[config.mk]
export PLATFORM = sky130hd
export DESIGN_NAME = multi_slot_expiry_timer_table_flat
export DESIGN_NICKNAME = d
export VERILOG_FILES = /design/src/hdl/mset_pkg.sv /design/src/hdl/mset_if.sv /design/src/hdl/multi_slot_expiry_timer_table.sv /design/src/hdl/mset_cell.sv /design/src/flat_wrapper.sv
export SDC_FILE = /design/constraint.sdc
export NUM_CORES = 2
export LEC_CHECK = 0
export ABC_AREA = 1
export BUFFER_PORTS_ARGS = -buffer_cell sky130_fd_sc_hd__buf_2
export CELL_PAD_IN_SITES_DETAIL_PLACEMENT = 1
export CELL_PAD_IN_SITES_GLOBAL_PLACEMENT = 2
export CORE_MARGIN = 3
export CORE_UTILIZATION = 43
export DETAILED_ROUTE_END_ITERATION = 6
export GPL_TIMING_DRIVEN = 0
export PLACE_DENSITY_LB_ADDON = 0.1
export SLEW_MARGIN = 20
export SYNTH_ARGS = -nofsm -noshare
export SYNTH_HDL_FRONTEND = slang
export SYNTH_HIERARCHICAL = 1
export SYNTH_SLANG_ARGS = --single-unit
[constraint.sdc]
create_clock -name clk_i -period 5.4 [get_ports clk_i]
set_input_delay 0 -clock clk_i [delete_from_list [all_inputs] [get_ports clk_i]]
set_output_delay 0 -clock clk_i [all_outputs]
set_load 0.02 [all_outputs]
[src/hdl/mset_pkg.sv]
// shared types and constants of the timer slot table
package mset_pkg;

  localparam int unsigned SLOT_COUNT  = 8;
  localparam int unsigned MAX_RESULTS = 8;
  localparam int unsigned CNT_W       = $clog2(MAX_RESULTS + 1);

  // action codes
  localparam logic [1:0] ACT_ADD   = 2'd0;
  localparam logic [1:0] ACT_CLEAR = 2'd1;
  localparam logic [1:0] ACT_TICK  = 2'd2;

  // result kinds
  localparam logic [2:0] KIND_ADDED     = 3'd0;
  localparam logic [2:0] KIND_FULL      = 3'd1;
  localparam logic [2:0] KIND_CLEARED   = 3'd2;
  localparam logic [2:0] KIND_FIRED     = 3'd3;
  localparam logic [2:0] KIND_IDLE_TICK = 3'd4;

  // operation word handed from cell to cell
  typedef struct packed {
    logic             valid;
    logic [1:0]       action;
    logic [7:0]       handle;
    logic [31:0]      stamp;     // expiry for add, new tick count for tick
    logic [31:0]      period;
    logic             prot;
    logic             add_done;
    logic [2:0]       add_slot;
    logic [CNT_W-1:0] fire_cnt;
  } word_t;

  // firing report of one cell
  typedef struct packed {
    logic       fire;
    logic [2:0] slot;
    logic [7:0] handle;
  } fire_t;

endpackage

[src/hdl/mset_if.sv]
// input and result channel interfaces of the timer slot table
interface mset_in_if;
  logic        valid;
  logic        ready;
  logic [1:0]  action;
  logic [7:0]  handle;
  logic [31:0] first_delay;
  logic [31:0] reload_period;
  logic        protected_flag;

  modport source (output valid, action, handle, first_delay, reload_period,
                  protected_flag, input ready);
  modport sink (input valid, action, handle, first_delay, reload_period,
                protected_flag, output ready);
endinterface

interface mset_out_if;
  logic       valid;
  logic       ready;
  logic [2:0] kind;
  logic [2:0] slot;
  logic [7:0] fired_handle;
  logic       last;

  modport source (output valid, kind, slot, fired_handle, last, input ready);
  modport sink (input valid, kind, slot, fired_handle, last, output ready);
endinterface

[src/hdl/multi_slot_expiry_timer_table.sv]
// top level of the timer slot table: input word, cell chain, result collection
// An input word (add, clear or tick) is accepted only while no earlier word is
// in flight. It then walks a chain of SLOT_COUNT cells, one cell per cycle
// while the result side keeps up, each cell holding one timer slot with its
// own 32-bit compare and add. The word is registered in the head register,
// in each cell and in the result register on its way to its last result. A
// waiting result stalls the whole chain. Fired timers are reported in slot
// order. Each firing is held back until a later firing or the end of the chain
// shows whether it is the final one, so that the final result can carry last.
// At most eight firings are reported per tick; further due slots stay due.
// Slots come out of reset free, with no clearing pass. Action code 3 walks
// the chain and gives no result.
module multi_slot_expiry_timer_table (
  input  logic clk_i,
  input  logic rst_ni,
  mset_in_if.sink    in_i,
  mset_out_if.source out_o
);
  import mset_pkg::*;

  logic        busy_q, busy_d;
  logic [31:0] now_q, now_d;
  word_t       head_q, head_d;
  word_t       words [SLOT_COUNT+1];
  fire_t       events [SLOT_COUNT];
  fire_t       ev_any;
  word_t       exit_word;
  logic        accept, advance;

  logic        pend_v_q, pend_v_d;
  logic [2:0]  pend_slot_q, pend_slot_d;
  logic [7:0]  pend_handle_q, pend_handle_d;

  logic        out_v_q, out_v_d;
  logic [2:0]  out_kind_q, out_kind_d;
  logic [2:0]  out_slot_q, out_slot_d;
  logic [7:0]  out_handle_q, out_handle_d;
  logic        out_last_q, out_last_d;
  logic        push;
  logic [2:0]  push_kind, push_slot;
  logic [7:0]  push_handle;
  logic        push_last;

  assign in_i.ready = !busy_q;
  assign accept     = in_i.valid && !busy_q;
  assign advance    = !out_v_q || out_o.ready;

  // load the operation word and step the tick count
  always_comb begin
    now_d  = now_q;
    head_d = head_q;
    if (accept) begin
      head_d.valid    = 1'b1;
      head_d.action   = in_i.action;
      head_d.handle   = in_i.handle;
      head_d.period   = in_i.reload_period;
      head_d.prot     = in_i.protected_flag;
      head_d.add_done = 1'b0;
      head_d.add_slot = 3'd0;
      head_d.fire_cnt = '0;
      if (in_i.action == ACT_TICK) begin
        now_d        = now_q + 32'd1;
        head_d.stamp = now_q + 32'd1;
      end else begin
        head_d.stamp = now_q + in_i.first_delay;
      end
    end else if (advance) begin
      head_d.valid = 1'b0;
    end
  end

  assign words[0] = head_q;

  for (genvar i = 0; i < SLOT_COUNT; i++) begin : g_cell
    mset_cell u_cell (
      .clk_i     (clk_i),
      .rst_ni    (rst_ni),
      .advance_i (advance),
      .slot_i    (3'(i)),
      .word_i    (words[i]),
      .word_o    (words[i+1]),
      .event_o   (events[i])
    );
  end

  // only one cell sees a valid word at a time
  always_comb begin
    ev_any = '0;
    for (int i = 0; i < SLOT_COUNT; i++) begin
      ev_any = ev_any | events[i];
    end
  end

  assign exit_word = words[SLOT_COUNT];

  always_comb begin
    push        = 1'b0;
    push_kind   = KIND_ADDED;
    push_slot   = 3'd0;
    push_handle = 8'd0;
    push_last   = 1'b1;
    if (exit_word.valid) begin
      unique case (exit_word.action)
        ACT_ADD: begin
          push = 1'b1;
          if (exit_word.add_done) begin
            push_kind = KIND_ADDED;
            push_slot = exit_word.add_slot;
          end else begin
            push_kind = KIND_FULL;
          end
        end
        ACT_CLEAR: begin
          push      = 1'b1;
          push_kind = KIND_CLEARED;
        end
        ACT_TICK: begin
          push = 1'b1;
          if (pend_v_q) begin
            push_kind   = KIND_FIRED;
            push_slot   = pend_slot_q;
            push_handle = pend_handle_q;
          end else begin
            push_kind = KIND_IDLE_TICK;
          end
        end
        default: begin
        end
      endcase
    end else if (ev_any.fire && pend_v_q) begin
      // a newer firing proves the held one is not the final word
      push        = 1'b1;
      push_kind   = KIND_FIRED;
      push_slot   = pend_slot_q;
      push_handle = pend_handle_q;
      push_last   = 1'b0;
    end
  end

  always_comb begin
    busy_d        = busy_q;
    pend_v_d      = pend_v_q;
    pend_slot_d   = pend_slot_q;
    pend_handle_d = pend_handle_q;
    if (accept) begin
      busy_d = 1'b1;
    end else if (advance && exit_word.valid) begin
      busy_d = 1'b0;
    end
    if (advance) begin
      if (exit_word.valid) begin
        pend_v_d = 1'b0;
      end else if (ev_any.fire) begin
        pend_v_d      = 1'b1;
        pend_slot_d   = ev_any.slot;
        pend_handle_d = ev_any.handle;
      end
    end
  end

  always_comb begin
    out_v_d      = out_v_q;
    out_kind_d   = out_kind_q;
    out_slot_d   = out_slot_q;
    out_handle_d = out_handle_q;
    out_last_d   = out_last_q;
    if (advance && push) begin
      out_v_d      = 1'b1;
      out_kind_d   = push_kind;
      out_slot_d   = push_slot;
      out_handle_d = push_handle;
      out_last_d   = push_last;
    end else if (out_o.ready) begin
      out_v_d = 1'b0;
    end
  end

  always_ff @(posedge clk_i or negedge rst_ni) begin
    if (!rst_ni) begin
      busy_q   <= 1'b0;
      now_q    <= 32'd0;
      head_q   <= '0;
      pend_v_q <= 1'b0;
      out_v_q  <= 1'b0;
    end else begin
      busy_q   <= busy_d;
      now_q    <= now_d;
      head_q   <= head_d;
      pend_v_q <= pend_v_d;
      out_v_q  <= out_v_d;
    end
  end

  always_ff @(posedge clk_i) begin
    pend_slot_q   <= pend_slot_d;
    pend_handle_q <= pend_handle_d;
    out_kind_q    <= out_kind_d;
    out_slot_q    <= out_slot_d;
    out_handle_q  <= out_handle_d;
    out_last_q    <= out_last_d;
  end

  assign out_o.valid        = out_v_q;
  assign out_o.kind         = out_kind_q;
  assign out_o.slot         = out_slot_q;
  assign out_o.fired_handle = out_handle_q;
  assign out_o.last         = out_last_q;

endmodule

[src/hdl/mset_cell.sv]
// one timer slot cell: holds a slot and passes the operation word on
module mset_cell (
  input  logic            clk_i,
  input  logic            rst_ni,
  input  logic            advance_i,
  input  logic [2:0]      slot_i,
  input  mset_pkg::word_t word_i,
  output mset_pkg::word_t word_o,
  output mset_pkg::fire_t event_o
);
  import mset_pkg::*;

  logic [7:0]  handle_q, handle_d;
  logic        prot_q, prot_d;
  logic [31:0] expiry_q, expiry_d;
  logic [31:0] period_q, period_d;
  word_t       word_q, word_d;

  always_comb begin
    word_d     = word_i;
    handle_d   = handle_q;
    prot_d     = prot_q;
    expiry_d   = expiry_q;
    period_d   = period_q;
    event_o    = '0;
    if (word_i.valid) begin
      unique case (word_i.action)
        ACT_ADD: begin
          if (!word_i.add_done && handle_q == 8'd0) begin
            handle_d        = word_i.handle;
            prot_d          = word_i.prot;
            expiry_d        = word_i.stamp;
            period_d        = word_i.period;
            word_d.add_done = 1'b1;
            word_d.add_slot = slot_i;
          end
        end
        ACT_CLEAR: begin
          if (!prot_q) begin
            handle_d = 8'd0;
          end
        end
        ACT_TICK: begin
          if (handle_q != 8'd0 && expiry_q < word_i.stamp &&
              word_i.fire_cnt < CNT_W'(MAX_RESULTS)) begin
            expiry_d        = expiry_q + period_q;
            word_d.fire_cnt = word_i.fire_cnt + CNT_W'(1);
            event_o.fire    = 1'b1;
            event_o.slot    = slot_i;
            event_o.handle  = handle_q;
            if (period_q == 32'd0) begin
              handle_d = 8'd0;
            end
          end
        end
        default: begin
        end
      endcase
    end
  end

  always_ff @(posedge clk_i or negedge rst_ni) begin
    if (!rst_ni) begin
      handle_q <= 8'd0;
      prot_q   <= 1'b0;
      word_q   <= '0;
    end else if (advance_i) begin
      handle_q <= handle_d;
      prot_q   <= prot_d;
      word_q   <= word_d;
    end
  end

  // expiry and period are only read once an add has written them
  always_ff @(posedge clk_i) begin
    if (advance_i) begin
      expiry_q <= expiry_d;
      period_q <= period_d;
    end
  end

  assign word_o = word_q;

endmodule
[src/flat_wrapper.sv]
// flat-port wrapper written by rule: the top's interface ports become plain ports
module multi_slot_expiry_timer_table_flat import mset_pkg::*;
  (clk_i, rst_ni, in_i_valid, in_i_action, in_i_handle, in_i_first_delay, in_i_reload_period, in_i_protected_flag, in_i_ready, out_o_valid, out_o_kind, out_o_slot, out_o_fired_handle, out_o_last, out_o_ready);
  mset_in_if in_i_i ();
  mset_out_if out_o_i ();
  input  logic clk_i;
  input  logic rst_ni;
  input wire logic [$bits(in_i_i.valid)-1:0] in_i_valid;
  input wire logic [$bits(in_i_i.action)-1:0] in_i_action;
  input wire logic [$bits(in_i_i.handle)-1:0] in_i_handle;
  input wire logic [$bits(in_i_i.first_delay)-1:0] in_i_first_delay;
  input wire logic [$bits(in_i_i.reload_period)-1:0] in_i_reload_period;
  input wire logic [$bits(in_i_i.protected_flag)-1:0] in_i_protected_flag;
  output wire logic [$bits(in_i_i.ready)-1:0] in_i_ready;
  output wire logic [$bits(out_o_i.valid)-1:0] out_o_valid;
  output wire logic [$bits(out_o_i.kind)-1:0] out_o_kind;
  output wire logic [$bits(out_o_i.slot)-1:0] out_o_slot;
  output wire logic [$bits(out_o_i.fired_handle)-1:0] out_o_fired_handle;
  output wire logic [$bits(out_o_i.last)-1:0] out_o_last;
  input wire logic [$bits(out_o_i.ready)-1:0] out_o_ready;
  assign in_i_i.valid = in_i_valid;
  assign in_i_i.action = in_i_action;
  assign in_i_i.handle = in_i_handle;
  assign in_i_i.first_delay = in_i_first_delay;
  assign in_i_i.reload_period = in_i_reload_period;
  assign in_i_i.protected_flag = in_i_protected_flag;
  assign in_i_ready = in_i_i.ready;
  assign out_o_valid = out_o_i.valid;
  assign out_o_kind = out_o_i.kind;
  assign out_o_slot = out_o_i.slot;
  assign out_o_fired_handle = out_o_i.fired_handle;
  assign out_o_last = out_o_i.last;
  assign out_o_i.ready = out_o_ready;
  multi_slot_expiry_timer_table u_core (.clk_i(clk_i), .rst_ni(rst_ni), .in_i(in_i_i), .out_o(out_o_i));
endmodule
==> metrics.txt <==
# TYPE chip_impl_metric gauge
chip_impl_info{name="outcome",value="completed"} 1
chip_impl_metric{name="p_sw",unit="W"} 0.0201
chip_impl_metric{name="hold-worst-slack",unit="ps"} 44.7
chip_impl_metric{name="fmaxAchievable",unit="MHz"} 243
chip_impl_metric{name="grt.met2_usage",unit=""} 0.538
chip_impl_metric{name="min_period_over_period",unit=""} 0.763
chip_impl_metric{name="fp.dieW",unit="um"} 427
chip_impl_metric{name="hpwlAfterDp",unit="um"} 232000
chip_impl_metric{name="syn-cell-area",unit="sq um"} 76300
chip_impl_metric{name="power.density",unit="nW/um^2"} 529
chip_impl_metric{name="worst-slew-pin-transition",unit="ps"} 988
chip_impl_metric{name="overflow",unit=""} 0
chip_impl_metric{name="post_cts_setup_buffer_count",unit=""} 0
chip_impl_metric{name="io_buffer_count",unit=""} 95
chip_impl_metric{name="cts_buffers",unit=""} 154
chip_impl_metric{name="pwr-share-seq",unit=""} 0.387
chip_impl_metric{name="synth_area_per_cell",unit="sq um"} 8.03
chip_impl_metric{name="met3_usage",unit=""} 0.0336
chip_impl_metric{name="numClockSinks",unit=""} 1313
chip_impl_info{name="timing.setup.critical_path_class",value="flop to flop"} 1
chip_impl_metric{name="synthCells",unit=""} 9505
chip_impl_metric{name="coreArea",unit="sq um"} 175000
chip_impl_metric{name="clock_path_buffers",unit=""} 3
chip_impl_metric{name="drive_above_1_share",unit=""} 0.0592
chip_impl_metric{name="worst_slew_margin_rel",unit=""} 0.342
chip_impl_metric{name="finish.net_count",unit=""} 10600
chip_impl_info{name="cts_root_buf",value="clkbuf_16"} 1
chip_impl_metric{name="maxCapViolCount",unit=""} 0
chip_impl_info{name="cts_tree",value="done"} 1
chip_impl_info{name="min-delay-path-class",value="primary input to flop"} 1
chip_impl_info{name="category_of_the_worst_setup_path_capture_point",value="flop"} 1
chip_impl_metric{name="combinationalPowerShare",unit=""} 0.384
chip_impl_info{name="leading_cell_types_in_the_layout_fill_and_taps_excluded",value="nand2_1 (3209), inv_1 (1055), dfrtp_1 (775)"} 1
chip_impl_metric{name="final_period_minus_worst_setup_slack",unit="ps"} 4120
chip_impl_metric{name="post-route-cell-area",unit="sq um"} 87100
chip_impl_metric{name="dpl_cell_area",unit="sq um"} 80700
chip_impl_metric{name="gp_routability_congestion",unit=""} 0.948
chip_impl_metric{name="worst_setup_hold_path_clk_slew",unit="ps"} 60
chip_impl_metric{name="die-height",unit="um"} 427
chip_impl_metric{name="synth.yosys.warnings",unit=""} 6
chip_impl_metric{name="switching_share_of_power",unit=""} 0.437
chip_impl_metric{name="layout_overhead_on_the_synthesized_area",unit="%"} 14.1
chip_impl_metric{name="worst_r2r_path_depth",unit=""} 17
chip_impl_metric{name="cts-htree-levels",unit=""} 4
chip_impl_metric{name="max-vdd-ir-drop",unit="mV"} 0.324
chip_impl_metric{name="total_wirelength",unit="um"} 288000
chip_impl_metric{name="grtUsageMet1",unit=""} 0.414
chip_impl_metric{name="clk_latency",unit="ps"} 810
chip_impl_metric{name="setup_violations",unit=""} 0
chip_impl_metric{name="ios",unit=""} 96
chip_impl_metric{name="cp_data_required_time",unit="ps"} 5810
chip_impl_metric{name="drt-vias-per-instance",unit=""} 5.44
chip_impl_info{name="rsz_0062_raised_after_global_routing",value="false"} 1
chip_impl_metric{name="die_area",unit="sq um"} 183000
chip_impl_metric{name="grt_start_max_net_pins",unit=""} 98
chip_impl_metric{name="fin_worst_skew",unit="ps"} 29.1
chip_impl_metric{name="fp-row-count",unit=""} 153
chip_impl_metric{name="vias_in_the_first_global_route",unit=""} 70400
chip_impl_metric{name="drt_pass_1_iters",unit=""} 5
chip_impl_metric{name="pins_over_their_slew_limit",unit=""} 0
chip_impl_metric{name="cell_internal_pwr",unit="W"} 0.0259
chip_impl_metric{name="drtIter0Drc",unit=""} 4610
chip_impl_metric{name="timing.hold.worst_path_depth",unit=""} 4
chip_impl_metric{name="first_pass_grt_wire_length",unit="um"} 435000
chip_impl_info{name="final_common_cell",value="nand2_1"} 1
chip_impl_metric{name="global_route_total_usage_across_every_layer",unit=""} 0.314
chip_impl_metric{name="floorplan.initialDensity",unit=""} 0.436
chip_impl_metric{name="power_leakage",unit="nW"} 40.7
chip_impl_metric{name="initial_antenna_violation_count",unit=""} 4
chip_impl_metric{name="cp_data_arrival_time",unit="ps"} 4530
chip_impl_metric{name="drt_drc_violations_left",unit=""} 0
chip_impl_metric{name="final-hold-violation-count",unit=""} 0
chip_impl_info{name="gr-max-usage-layer",value="met2"} 1
chip_impl_metric{name="ant_nets",unit=""} 0
chip_impl_metric{name="power.clock.fraction",unit=""} 0.229
chip_impl_info{name="worstSetupStartpointType",value="flop"} 1
chip_impl_metric{name="route.vias.total",unit=""} 67500
chip_impl_metric{name="crit_fanout",unit=""} 15
chip_impl_metric{name="avgRoutedWirePerCell",unit="um"} 23.2
## metal layers
| metal | wire, um | vias up |
|---|---|---|
| li1 | - | 32000 |
| met1 | 126000 | 33600 |
| met2 | 139000 | 1432 |
| met3 | 11300 | 435 |
| met4 | 10600 | 6 |
| met5 | 45 | - |
## layout make-up
type	count	area (sq um)
Fill cell	21300	88100
Multi-Input combinational cell	6932	36100
Sequential cell	1313	35500
Clock buffer	220	4450
Inverter	1066	4000
Tap cell	2325	2910
Timing Repair Buffer	247	2450
Buffer	230	961
Clock inverter	69	648
Antenna cell	4	10.0
## registers in the layout, summed over array words and instances (netlist names)
| name | cells |
|---|---|
| u_core/pend_v_q | 1 |
| u_core/out_o.last | 1 |
| u_core/g_cell.u_cell/word_o | 592 |
| u_core/pend_slot_q | 3 |
| u_core/g_cell.u_cell/handle_q | 64 |
| u_core/g_cell.u_cell/period_q | 256 |
| u_core/out_o.valid | 1 |
| u_core/now_q | 32 |
| u_core/g_cell.u_cell/prot_q | 8 |
| u_core/out_o.kind | 3 |
| u_core/busy_q | 1 |
| u_core/g_cell.u_cell/expiry_q | 256 |
| u_core/head_q | 76 |
| u_core/out_o.fired_handle | 8 |
| u_core/pend_handle_q | 8 |
| u_core/out_o.slot | 3 |
## what timing repair did
item,4_1_cts,5_1_grt
hold buffers,124,0
resized for setup,0,0
endpoints found under the hold margin,441,0
## power by group through the flow
stage                     Clock, W  Combinational [W]  Sequential (W)
after floorplan                  0             0.0112          0.0161
after global placement           0             0.0165          0.0179
after detailed placement         0             0.0174          0.0179
after CTS                   0.0108             0.0177          0.0178
after global routing        0.0112             0.0199          0.0181
final                       0.0105             0.0177          0.0178
## metrics by stage
stage	instances	setup TNS [ps]	worst slack (ps)	util	total power, W
finish	12400	0	1280	0.497	0.0461
global route	12400	0	1090	0.497	0.0491
global placement	12000	-9832740	-12970	0.456	0.0344
CTS	12400	0	913	0.497	0.0462
detailed placement	12000	0	971	0.461	0.0353
floorplan	9541	0	2000	-	0.0273
## worst paths after layout
path | start | slack, ps | to
min reg2reg | u_core/g_cell[6].u_cell/word_o[9]$_DFFE_PN0P_ | 450 | u_core/g_cell[7].u_cell/period_q[0]$_DFFE_PP_
max | u_core/g_cell[1].u_cell/word_o[59]$_DFFE_PN0P_ | 1280 | u_core/out_o.fired_handle[3]$_DFFE_PP_
max in group asynchronous | rst_ni | 3120 | u_core/now_q[30]$_DFFE_PN0P_
max reg2reg | u_core/g_cell[1].u_cell/word_o[59]$_DFFE_PN0P_ | 1280 | u_core/out_o.fired_handle[3]$_DFFE_PP_
min | in_i_handle[7] | 40 | u_core/head_q[80]$_DFFE_PN0P_
min in group asynchronous | rst_ni | 180 | u_core/g_cell[4].u_cell/word_o[31]$_DFFE_PN0P_
## worst max-delay path, stage by stage, from the launching register on
cell     delay (ps)
dfrtp_1         400
inv_1           240
ha_1            290
nand2_1          70
inv_1            50
nand2_1          60
nand2_1          90
nand2_1         100
nand2_1          90
nand2_1         100
nand2_2         110
a21oi_4         340
nand2_2         160
nor2_1          340
nor4_1          110
nand2_1         300
a31oi_1         230
nor2_2          650
Note: power is estimated with default switching activity, not from simulation.
